## config.mk

```make
export PLATFORM = sky130hd
export DESIGN_NAME = ssmc_ram
export DESIGN_NICKNAME = d
export VERILOG_FILES = /design/src/design/ssmc_ram.sv
export SDC_FILE = /design/constraint.sdc
export NUM_CORES = 1
export LEC_CHECK = 0
export ABC_CLOCK_PERIOD_IN_PS = 1900
export BUFFER_PORTS_ARGS = -buffer_cell sky130_fd_sc_hd__buf_4
export CAP_MARGIN = 30
export CORE_ASPECT_RATIO = 1.2
export CORE_MARGIN = 2
export CORE_UTILIZATION = 51
export DETAILED_ROUTE_END_ITERATION = 10
export PLACE_DENSITY = 0.68
export SLEW_MARGIN = 0
export SYNTH_ARGS = -nofsm -noshare
export SYNTH_HDL_FRONTEND = slang
export SYNTH_SLANG_ARGS = --single-unit
```

## constraint.sdc

```tcl
create_clock -name clk_i -period 1.9 [get_ports clk_i]
set_input_delay 0 -clock clk_i [delete_from_list [all_inputs] [get_ports clk_i]]
set_output_delay 0 -clock clk_i [all_outputs]
set_load 0.05 [all_outputs]
```

## src/design/ssmc_ram.sv

```systemverilog
// ----------------------------------------------------------------------------
// Generic RAM
// One write port and one read port with registered read data.
// ----------------------------------------------------------------------------
`default_nettype none

module ssmc_ram #(
  parameter int unsigned WIDTH = 8,
  parameter int unsigned DEPTH = 16
) (
  input  wire logic                     clk_i,
  input  wire logic                     we_i,
  input  wire logic [$clog2(DEPTH)-1:0] waddr_i,
  input  wire logic [WIDTH-1:0]         wdata_i,
  input  wire logic                     re_i,
  input  wire logic [$clog2(DEPTH)-1:0] raddr_i,
  output logic      [WIDTH-1:0]         rdata_o
);

  logic [WIDTH-1:0] mem_q [DEPTH];

  always_ff @(posedge clk_i) begin
    if (we_i) begin
      mem_q[waddr_i] <= wdata_i;
    end
    if (re_i) begin
      rdata_o <= mem_q[raddr_i];
    end
  end

endmodule : ssmc_ram

`default_nettype wire

```

# Word-level counts from Yosys, hierarchy flattened

Memories as Yosys holds them, arrays and structs flattened. A register that Yosys moved wholly into a read port is not among the register bits.
Cells that the tools add are included.

Register bits: 0
Output and inout port bits: 8
Memory bits (writable): 128
Input bits: 19
Memories: 1
Word-level logic and storage cells: 3

Memories:

| memory | words | width | read ports | clocked after memory_dff | write ports | RTL line | source |
|---|---|---|---|---|---|---|---|
| mem_q  | 16    | 8     | 1          | 1                        | 1           | 20       | `logic [WIDTH-1:0] mem_q [DEPTH];` |

Multiplexer cells: 2

Operator list:

| kind             | number |
|---|---|
| 1-bit 2-to-1 mux | 2 |

# Depth between registers and ports, before layout

Depth in word-level cells: 2
Mapped depth: 5
Gate-level depth less buffers: 3

# Worst setup path after synthesis

No wires, ideal clock.

Kind: in2reg
Start: input waddr_i[2]
End: memory mem_q[0][0], enable pin
Data required time: 1.517 ns
Path buffers: 0
Stages on the path: 2
Setup time: 0.383 ns
Data arrival time: 1.110 ns
Path slack: 0.407 ns
Cells stage by stage: or3b_2 nor3_1

RTL lines:

| item            | RTL line | source |
|---|---|---|
| start, declared | 13       | `input wire logic [$clog2(DEPTH)-1:0] waddr_i,` |
| end, declared   | 20       |  |

Straight into the memory's write port.

==> summary.md <==
| Metric | Value |
|---|---|
| Die height | `approximately 110 um` |
| Clock slew at the register clock pins of the worst setup and hold paths | `~60 ps` |
| RR Startpoint | `mem_q[1][5]$_DFFE_PP_` |
| Total Routing Usage GR | `19.30%` |
| YS warnings | `0` |
| PostCTS Resize Cnt | `0` |
| IO Count | `27` |
| Chip width | `96.42 um` |
| Post-DP Area | `around 5700 um2` |
| Post-synthesis compound-gate area fraction | `2.298%` |
| Share of layout cells above drive strength 1 | `between 30% and 40%` |
| CP arrival | `1710 ps` |
| Leakage | `2.176 nW` |
| Avg Inst Size Synth | `roughly 23 um2` |
| Max-Slew Margin vs Limit | `70.60%` |
| Share of Yosys cell area claimed by the top area cell type | `about four fifths` |
| Most common cell in the netlist | `edfxtp_1` |
| Pin count of the biggest net entering global routing | `33` |
| Synth area leaders | `edfxtp_1, mux4_2, mux4_1` |
| Syn_nets | `between 200 and 250` |
| Post-synthesis adder-cell area fraction | `0%` |
| R2R cell count | `3` |
| Post-CTS Repair Setup Buffers | `0` |
| DRT antenna net count | `0` |
| Clk_lat worst skew | `410 ps` |
| DR pass1 iterations | `4` |
| Area growth syn-to-layout | `21.73%` |
| Vias | `2506` |
| Synth cell count leaders | `edfxtp_1, mux4_2, a22oi_1, mux4_1, nor2_1` |
| DR iter-0 viols | `213` |
| Post-Syn Area | `5228 um2` |
| FF-to-FF setup slack | `340 ps` |
| Synth async-reset ratio | `0%` |
| Final hold viol count | `0` |
| CP Launch Type | `flip-flop` |
| Die Footprint | `11080 um2` |
| Pwr Density | `1097 nW/um2` |
| Vias in the first global route | `2532` |
| I/O Buffers | `26` |
| Slew Viols, Final | `0` |
| Post-synth EDFFs | `between 100 and 150` |
| Placed cells | `slightly below 400` |
| # rows | `40` |
| CORE AREA | `10010 um2` |
| Synth Area in XOR/XNOR | `0%` |
| TritonCTS clock tree | `built` |
| Synthesized flop and latch total | `approximately 140` |
| Hold WC Path Type | `in -> reg` |
| Largest family of logic cells by synthesized area | `multiplexers` |
| Synth Flop Type | `edfxtp_1` |
| Fmax | `0.6412 GHz` |
| Fillcell total | `688` |
| Vias per cell | `approximately 5.7` |
| Hold_sp | `waddr_i[0]` |
| DRC viols | `0` |
| First-pass GRT wire length | `approximately 15 mm` |
| Number of max-cap violations | `0` |
| Congestion Overflow GR | `0` |
| Reg2reg end | `rdata_o[5]$_DFFE_PP_` |
| Layout Cells excl Fill | `436` |
| Clk sink count | `136` |
| Critical Path RT | `between 2000 and 2500 ps` |
| Worst Skew | `roughly 5.6 ps` |
| CTS H-tree lvls | `4` |
| Clock Tree Root | `clkbuf_16` |
| Worst setup endpoint | `rdata_o[5]$_DFFE_PP_` |
| Antenna diodes | `0` |
| Final core utilization | `~64%` |
| Initial Utilization | `52.23%` |
| Wirelength per Cell | `roughly 22 um` |
| Sequential fraction of the synthesis area | `78.12%` |
| Max VDD drop | `between 700 and 800 uV` |
| Cell taking the most area after synthesis | `edfxtp_1` |
| Multiplexer share of the synthesized area | `14.79%` |
| TritonCTS buffer count | `17` |
| Distinct cells, synth | `18` |
| Critical path endpoint category | `flip-flop` |
| Setup TNS | `0 ps` |
| HPWL Detailed | `approximately 6.3 mm` |
| Status | `finished, final reports clean` |
| Tcrit/Tclk final | `between 80% and 90%` |
| Initial antenna violation count | `0` |
| Design Power | `6.979 mW` |
| RSZ-0062 raised after global routing | `no` |
| Final net count | `316` |
| Synth Instances | `229` |
| Setup CP Type | `reg -> reg` |
| Routed WL | `~9.6 mm` |
| Clock Path Buffers | `2` |
| Finished Cell Area | `6364 um2` |
| CP startpoint | `mem_q[1][5]$_DFFE_PP_` |
| Actual transition at the worst max-transition pin | `441.1 ps` |
| Post-Synth Simple-Gate Area | `3.135%` |
| Worst-path fanout max | `1` |
| Min Tclk post-route | `about 1600 ps` |
| RD Place Congestion | `0.7788` |
| Count of final setup violators | `0` |
layout make-up:
cell class / count / area (um2) / share of cell area, %
Timing Repair Buffer: 59 / 478.0 / 7.511
Tap cell: 126 / 157.7 / 2.477
Clock buffer: 18 / 429.2 / 6.744
Multi-Input combinational cell: 83 / 1057 / 16.61
Sequential cell: 136 / 4084 / 64.18
Clock inverter: 14 / 157.7 / 2.477
worst min-delay path by stage:
stage / end / slack [ps] / depth (start not counted)
floorplan: mem_q[0][0]$_DFFE_PP_ / 100 / 0
global placement: mem_q[10][4]$_DFFE_PP_ / 300 / 1
detailed placement: rdata_o[3]$_DFFE_PP_ / 310 / 1
CTS: mem_q[4][4]$_DFFE_PP_ / 80 / 3
global route: mem_q[4][4]$_DFFE_PP_ / 100 / 3
finish: mem_q[4][4]$_DFFE_PP_ / 100 / 3
stage by stage:
stage | worst slack [ps] | hold slack [ps]
2_1_floorplan | 407.1 | 98.87
3_3_place_gp | 241.9 | 299.1
3_5_place_dp | 239.4 | 307.4
4_1_cts | 332.4 | 77.15
5_1_grt | 259.8 | 101.1
6_report | 340.3 | 98.37
worst max-delay path, cell delays in order (launching register included):
cell	delay [ps]
edfxtp_1	360
mux4_1	540
a22oi_1	310
nand2_1	90
cells in the final DEF (no fill, tap or decap), types with 2 or more instances in the layout:
cell           count
a22oi_1           16
buf_4             49
bufinv_16          3
clkbuf_16         17
clkinv_1           5
clkinv_4           3
clkinvlp_4         3
dlygate4sd3_1      9
edfxtp_1         136
mux4_1            14
mux4_2            18
nand2_1            9
nand2b_1           2
nand3b_1           2
nor2_1            13
nor3_1             4
repair_timing:
action                                  in CTS  in global routing
hold buffers                                 9                  0
endpoints found under the setup margin       0                  0
hold endpoints to repair                   136                  0
sequential cells by signal, indices dropped and copies added, names as in the netlist:
name and cells:
mem_q 128, rdata_o 8
power breakdown:
part / switching [mW] / internal [mW]
logic: 0.222 / 0.163
clock network: 1.15 / 2.04
registers: 0.0175 / 3.38
total: 1.39 / 5.59
routing by layer:
layer	global-route usage [%]	up-vias	wire length (um)
met2	30.60	57	4976
met4	6.479	0	135
met1	25.96	1319	4213
li1	-	1118	-
met3	5.767	12	284
met5	0	-	0
cell families (layout without fill, tap and decap cells):
family          count (synthesis)  count (layout)
flops                         136             136
mux                            32              32
simple gates                   35              35
compound gates                 16              16
buf+inv                        10              91
(Power assumes the default switching activity.)
