[config.mk]
export PLATFORM = sky130hd
export DESIGN_NAME = ssmc_alu
export DESIGN_NICKNAME = d
export VERILOG_FILES = /design/src/design/ssmc_pkg.sv /design/src/design/ssmc_alu.sv
export SDC_FILE = /design/constraint.sdc
export NUM_CORES = 1
export LEC_CHECK = 0
export BUFFER_PORTS_ARGS = -buffer_cell sky130_fd_sc_hd__buf_2
export CAP_MARGIN = 20
export CORE_MARGIN = 4
export CORE_UTILIZATION = 47
export DETAILED_ROUTE_END_ITERATION = 10
export PLACE_DENSITY = 0.8
export SYNTH_ARGS = -nofsm -noshare
export SYNTH_HDL_FRONTEND = slang
export SYNTH_SLANG_ARGS = --single-unit
export TNS_END_PERCENT = 5
[constraint.sdc]
create_clock -name vclk -period 2.83
set_input_delay 0 -clock vclk [all_inputs]
set_output_delay 0 -clock vclk [all_outputs]
set_load 0.005 [all_outputs]
[src/design/ssmc_pkg.sv]
// ----------------------------------------------------------------------------
// Subarray sum match counter package
// Shared widths, payload types and datapath control types.
// ----------------------------------------------------------------------------
`default_nettype none

package ssmc_pkg;

  localparam int unsigned WINDOW_DEPTH = 16384;
  localparam int unsigned IDX_W        = $clog2(WINDOW_DEPTH);
  localparam int unsigned LEN_W        = $clog2(WINDOW_DEPTH + 1);

  localparam int unsigned VALUE_W  = 15;
  localparam int unsigned TARGET_W = 29;
  localparam int unsigned SUM_W    = TARGET_W + 1;
  localparam int unsigned COUNT_W  = 32;

  localparam int unsigned APB_ADDR_W = 3;
  localparam int unsigned APB_DATA_W = 32;

  localparam logic REG_TARGET_SUM = 1'b0;

  localparam logic [TARGET_W-1:0] TARGET_RESET = TARGET_W'(1);

  typedef struct packed {
    logic [VALUE_W-1:0] value;
    logic               last;
  } in_item_t;

  typedef struct packed {
    logic [COUNT_W-1:0] match_count;
    logic               window_overflow;
  } out_item_t;

  typedef struct packed {
    logic               sub;
    logic [VALUE_W-1:0] operand;
  } alu_op_t;

  typedef struct packed {
    logic gt;
    logic eq;
  } alu_flag_t;

endpackage : ssmc_pkg

`default_nettype wire

[src/design/ssmc_alu.sv]
// ----------------------------------------------------------------------------
// Running sum unit
// Shared add/subtract of the running sum and its compare against the target.
// ----------------------------------------------------------------------------
`default_nettype none

module ssmc_alu
  import ssmc_pkg::*;
(
  input  wire logic [SUM_W-1:0]    sum_i,
  input  wire alu_op_t             op_i,
  input  wire logic [TARGET_W-1:0] target_i,
  output logic      [SUM_W-1:0]    sum_o,
  output alu_flag_t                flag_o
);

  logic [SUM_W-1:0] operand_ext;
  logic [SUM_W-1:0] target_ext;

  assign operand_ext = SUM_W'(op_i.operand);
  assign target_ext  = SUM_W'(target_i);

  assign sum_o     = op_i.sub ? (sum_i - operand_ext) : (sum_i + operand_ext);
  assign flag_o.gt = sum_i > target_ext;
  assign flag_o.eq = sum_i == target_ext;

endmodule : ssmc_alu

`default_nettype wire

# ---- Yosys cells after proc, flatten, opt, wreduce, memory -nomap -nowiden
# Cells that the tools add are included.
# W data, S select, Z words.
dict set report totals {
  regBits 0
  in_bits 75
  wordCells 5
}
dict set report classes {
  add_sub_neg 2
  order_cmp 1
  n_eq_ne 1
  n_mux 1
}
# op n
set ops {}
lappend ops {{$add A30 B15 Y30} 1}
lappend ops {{$eq A30 B29 Y1} 1}
lappend ops {{$gt A30 B29 Y1} 1}
lappend ops {{$mux W30} 1}
lappend ops {{$sub A30 B15 Y30} 1}

# ---- Depth between registers and ports, before layout
dict set report depth {
  depth_word 2
  mapped_depth 14
  mapped_depth_nobuf 14
}

# ---- Worst setup path after synthesis
# Ideal clock, no wire load.
dict set report synth_timing {
  path_type {input to output}
  startpoint {input op_i[9] (netlist name)}
  endpoint {output sum_o[28]}
  t_arrival_ns 2.763
  slack_ns 0.067
  cell_stages 13
  n_path_buf 1
  cell_sequence {or4_4 nor4_4 a21oi_1 xnor2_1 ha_1 buf_2 a211o_1 a21oi_1 nand2_1 a21boi_0 nand2_1 a211oi_1 xnor2_1}
}
dict set report synth_via {
  elab_chain_len 2
  word_cells_on_any_way 3
  classes_between {add/sub: 2; mux: 1}
}
# element line_no
set synth_rtl {}
lappend synth_rtl {{start, declared} ssmc_alu.sv:11} ;# input wire alu_op_t op_i,
lappend synth_rtl {{$add A30 B15 Y30 or $sub A30 B15 Y30 (tied branches)} ssmc_alu.sv:23} ;# assign sum_o = op_i.sub ? (sum_i - operand_ext) : (sum_i + operand_ext);
lappend synth_rtl {{$mux W30 *} ssmc_alu.sv:23}
lappend synth_rtl {{end, declared} ssmc_alu.sv:13} ;# output logic [SUM_W-1:0] sum_o,
# Mark *: on every way between the ends. The rest lies on a longest branch, timed or not.

# ---- Final worst setup path
dict set report layout_timing {
  startpoint {input op_i[9] (netlist name)}
  endpoint {output sum_o[27]}
}
# The elaborated chain is that of the path after synthesis.

==> results.sh <==
export IMPL_grt_usage_pct=25.2
export IMPL_slew_limit_headroom_pct=71.3
export IMPL_critical_path_max_stage_delay_ns=0.56
export IMPL_post_synth_top_count_cell="sky130_fd_sc_hd__ha_1"
export IMPL_number_of_nets_produced_by_synthesis=535
export IMPL_detail_route_iter0_violations=300
export IMPL_placeableCoreArea_um2=5610
export IMPL_netlist_top_cells_count="59 x sky130_fd_sc_hd__ha_1, 46 x sky130_fd_sc_hd__a21oi_1, 43 x sky130_fd_sc_hd__nor2_1"
export IMPL_initial_antenna_violation_count=0
export IMPL_critPathRequiredTime_ns=2.83
export IMPL_tightest_slew_ns=0.428
export IMPL_globalRoute_totalOverflow=0
export IMPL_grt_pass1_wl_um=15400
export IMPL_report_final_hold_viol_count=0
export IMPL_placed_cell_area_um2=3780
export IMPL_timing_critical_path_fanout_max=5
export IMPL_grt_setup_unrepaired="true"
export IMPL_place_ws_ns=-0.126
export IMPL_grt_start_max_net_pins=14
export IMPL_cpLargestDelayFamily="simple AND/OR/NAND/NOR gates"
export IMPL_timing_final_setup_violations=0
export IMPL_synthesis_instances=400
export IMPL_initial_core_utilization_pct=49.3
export IMPL_most_common_cell_type_on_the_critical_path="sky130_fd_sc_hd__buf_4"
export IMPL_final_min_period_over_clock_period_pct=97.9
export IMPL_place_detailed_instances=626
export IMPL_seqCellArea_um2=0
export IMPL_drt_first_pass_iters=5
export IMPL_cp_arrival_ns=2.77
export IMPL_hold_slack_ns=0.398
export IMPL_startpoint_of_the_tightest_hold_check_path="op_i[0]"
export IMPL_irDropWorstVdd_mv=0.157
export IMPL_detail_route_drc_violations=0
export IMPL_synth_top_area_share_pct=26.7
export IMPL_per_instance_average_area_after_synthesis_um2=6.92
export IMPL_power_density_nw_per_um2=257
export IMPL_route_vias_total=3599
export IMPL_worst_path_stages=15
export IMPL_total_leakage_power_nw=2.10
export IMPL_critical_path_slowest_cell="sky130_fd_sc_hd__or4_4"
export IMPL_fillCellCount=494
export IMPL_drt_antenna_violating_nets=0
export IMPL_boundary_pin_count=107
export IMPL_setup_worst_path_start_class="primary input"
export IMPL_hpwlAfterDp_um=8390
export IMPL_first_global_vias=3421
export IMPL_routed_via_density=5.74
export IMPL_clock_buffer_count=0
export IMPL_detail_route_wl_per_cell_um=15.3
export IMPL_rows=27
export IMPL_dieArea_um2=7180
export IMPL_post_layout_total_power_mw=1.02
export IMPL_path_class="in -> out"
export IMPL_final_cells=627
export IMPL_timing_hold_worst_class="in -> out"
export IMPL_synthTopCellsByArea="sky130_fd_sc_hd__ha_1 27%, sky130_fd_sc_hd__xnor2_1 9.8%, sky130_fd_sc_hd__a21oi_1 8.3%"
export IMPL_flow_area_growth_from_synthesis_pct=42.7
export IMPL_fin_area_um2=3950
export IMPL_die_height_um=84.7
export IMPL_timing_critical_path_to_type="output port"
export IMPL_finalWorstPathRequiredPeriod_ns=2.77
export IMPL_place_gp_congestion=0.945
export IMPL_dieWidth_um=84.7
export IMPL_crit_path_cell_trace="buf_2 -> or4_4 -> nor4_4 -> a21oi_1 -> xnor2_1 -> ha_1 -> buf_4 -> nand2_1 -> buf_4 -> a311oi_2 -> buf_4 -> a21oi_2 -> o21ai_2 -> xor2_1 -> buf_2"
export IMPL_design_seq_count=0
export IMPL_wirelength_um=9620
export IMPL_max_cap_violations=0
export IMPL_antennaDiodeCount=0
export IMPL_final_layout_size_suffix_gt1_share_pct=37.8
export IMPL_layout_setup_ws_ns=0.0587
export IMPL_ys_warn_count=0
export IMPL_achievable_frequency_mhz=361
export IMPL_synth_cell_type_count=56
export IMPL_final_nets=692
export IMPL_timing_hold_worst_path_depth=4
export IMPL_synth_area_leader_cell="sky130_fd_sc_hd__ha_1"
export IMPL_final_max_slew_viol_count=0
export IMPL_cp_num_buf_inv=5
export IMPL_synth_seq_area_share_pct=0
export IMPL_status="finished, final reports clean"
export IMPL_setup_worst_path_start="op_i[9]"
export IMPL_port_buffers=107
export IMPL_post_synth_instance_area_um2=2770
==> through the flow <==
step	setup TNS, ns	utilization (%)
after floorplan	0	-
after global placement	-0.125	67.4
after detailed placement	-0.392	67.4
after CTS	0	68.1
after global routing	-0.604	70.4
final	0	70.4
==> tightest hold or removal path, cell delays in order <==
cell and delay (ns):
sky130_fd_sc_hd__buf_2 0.13, sky130_fd_sc_hd__ha_1 0.13, sky130_fd_sc_hd__inv_1 0.03, sky130_fd_sc_hd__buf_2 0.11
==> logic make-up (layout without fill, tap and decap cells) <==
logic type	count (synthesis)	count (layout)	synth area share, %
multiplexers	1	1	0.362
AND/OR/NAND/NOR	122	122	21.7
buffers and inverters	50	205	6.87
AO/OA/AOI/OAI	127	127	30.7
XOR/XNOR	40	40	12.9
adder cells (fa/ha/maj)	60	60	27.4
==> cell type report <==
type | count | area (µm²) | area share [%]
Multi-Input combinational cell | 350 | 2720 | 68.9
Timing Repair Buffer | 165 | 987 | 25.0
Inverter | 40 | 150 | 3.80
Tap cell | 72 | 90.1 | 2.28
==> cells in the final DEF, fill, tap and decap left out, types with 3 or more instances in the layout <==
cell                       netlist  final
sky130_fd_sc_hd__buf_2           2    105
sky130_fd_sc_hd__a21o_1         18     18
sky130_fd_sc_hd__nor2b_1         6      6
sky130_fd_sc_hd__o21ai_0        15      9
sky130_fd_sc_hd__a211oi_1        6      3
sky130_fd_sc_hd__buf_4           0     58
sky130_fd_sc_hd__nand2_1        25     23
sky130_fd_sc_hd__o21ai_1         1      4
sky130_fd_sc_hd__xor2_1          8      8
sky130_fd_sc_hd__inv_1          40     40
sky130_fd_sc_hd__o21ai_2         1      4
sky130_fd_sc_hd__nand4_1        10     10
sky130_fd_sc_hd__o21a_1          9      9
sky130_fd_sc_hd__nor3_1         15     12
sky130_fd_sc_hd__nor3_2          0      3
sky130_fd_sc_hd__xnor2_1        31     31
sky130_fd_sc_hd__a21oi_2         1      7
sky130_fd_sc_hd__nand3_1         7      7
sky130_fd_sc_hd__a31oi_1         4      3
sky130_fd_sc_hd__a21o_2          5      5
sky130_fd_sc_hd__ha_1           59     58
sky130_fd_sc_hd__a21oi_1        46     40
sky130_fd_sc_hd__nor4_4          1      4
sky130_fd_sc_hd__a211oi_2        0      3
sky130_fd_sc_hd__nor2_1         43     42
==> worst paths after layout <==
path                  slack, ns         to
worst max-delay path       0.06  sum_o[27]
worst min-delay path       0.40   sum_o[0]
==> where the power goes <==
group / switching (mW) / internal (mW)
Sequential: 0 / 0
Clock: 0 / 0
Combinational: 0.518 / 0.499
==> metal layers <==
layer / track usage [%] / vias up / wire, µm / share of wire (%)
met5: 0 / - / 0 / 0
met3: 1.96 / 34 / 654 / 6.8
li1: - / 1759 / - / -
met1: 32.7 / 1665 / 3930 / 41
met2: 44.7 / 141 / 4710 / 49
met4: 6.04 / 0 / 335 / 3.5
==> what timing repair did <==
item / in CTS / in global routing
buffers inserted: 0 / 1
pin swaps: 4 / 8
hold buffers: 0 / 0
setup endpoints to repair: 8 / 17
gates resized for setup: 13 / 30
No activity file was read; power rests on OpenSTA's default activity.
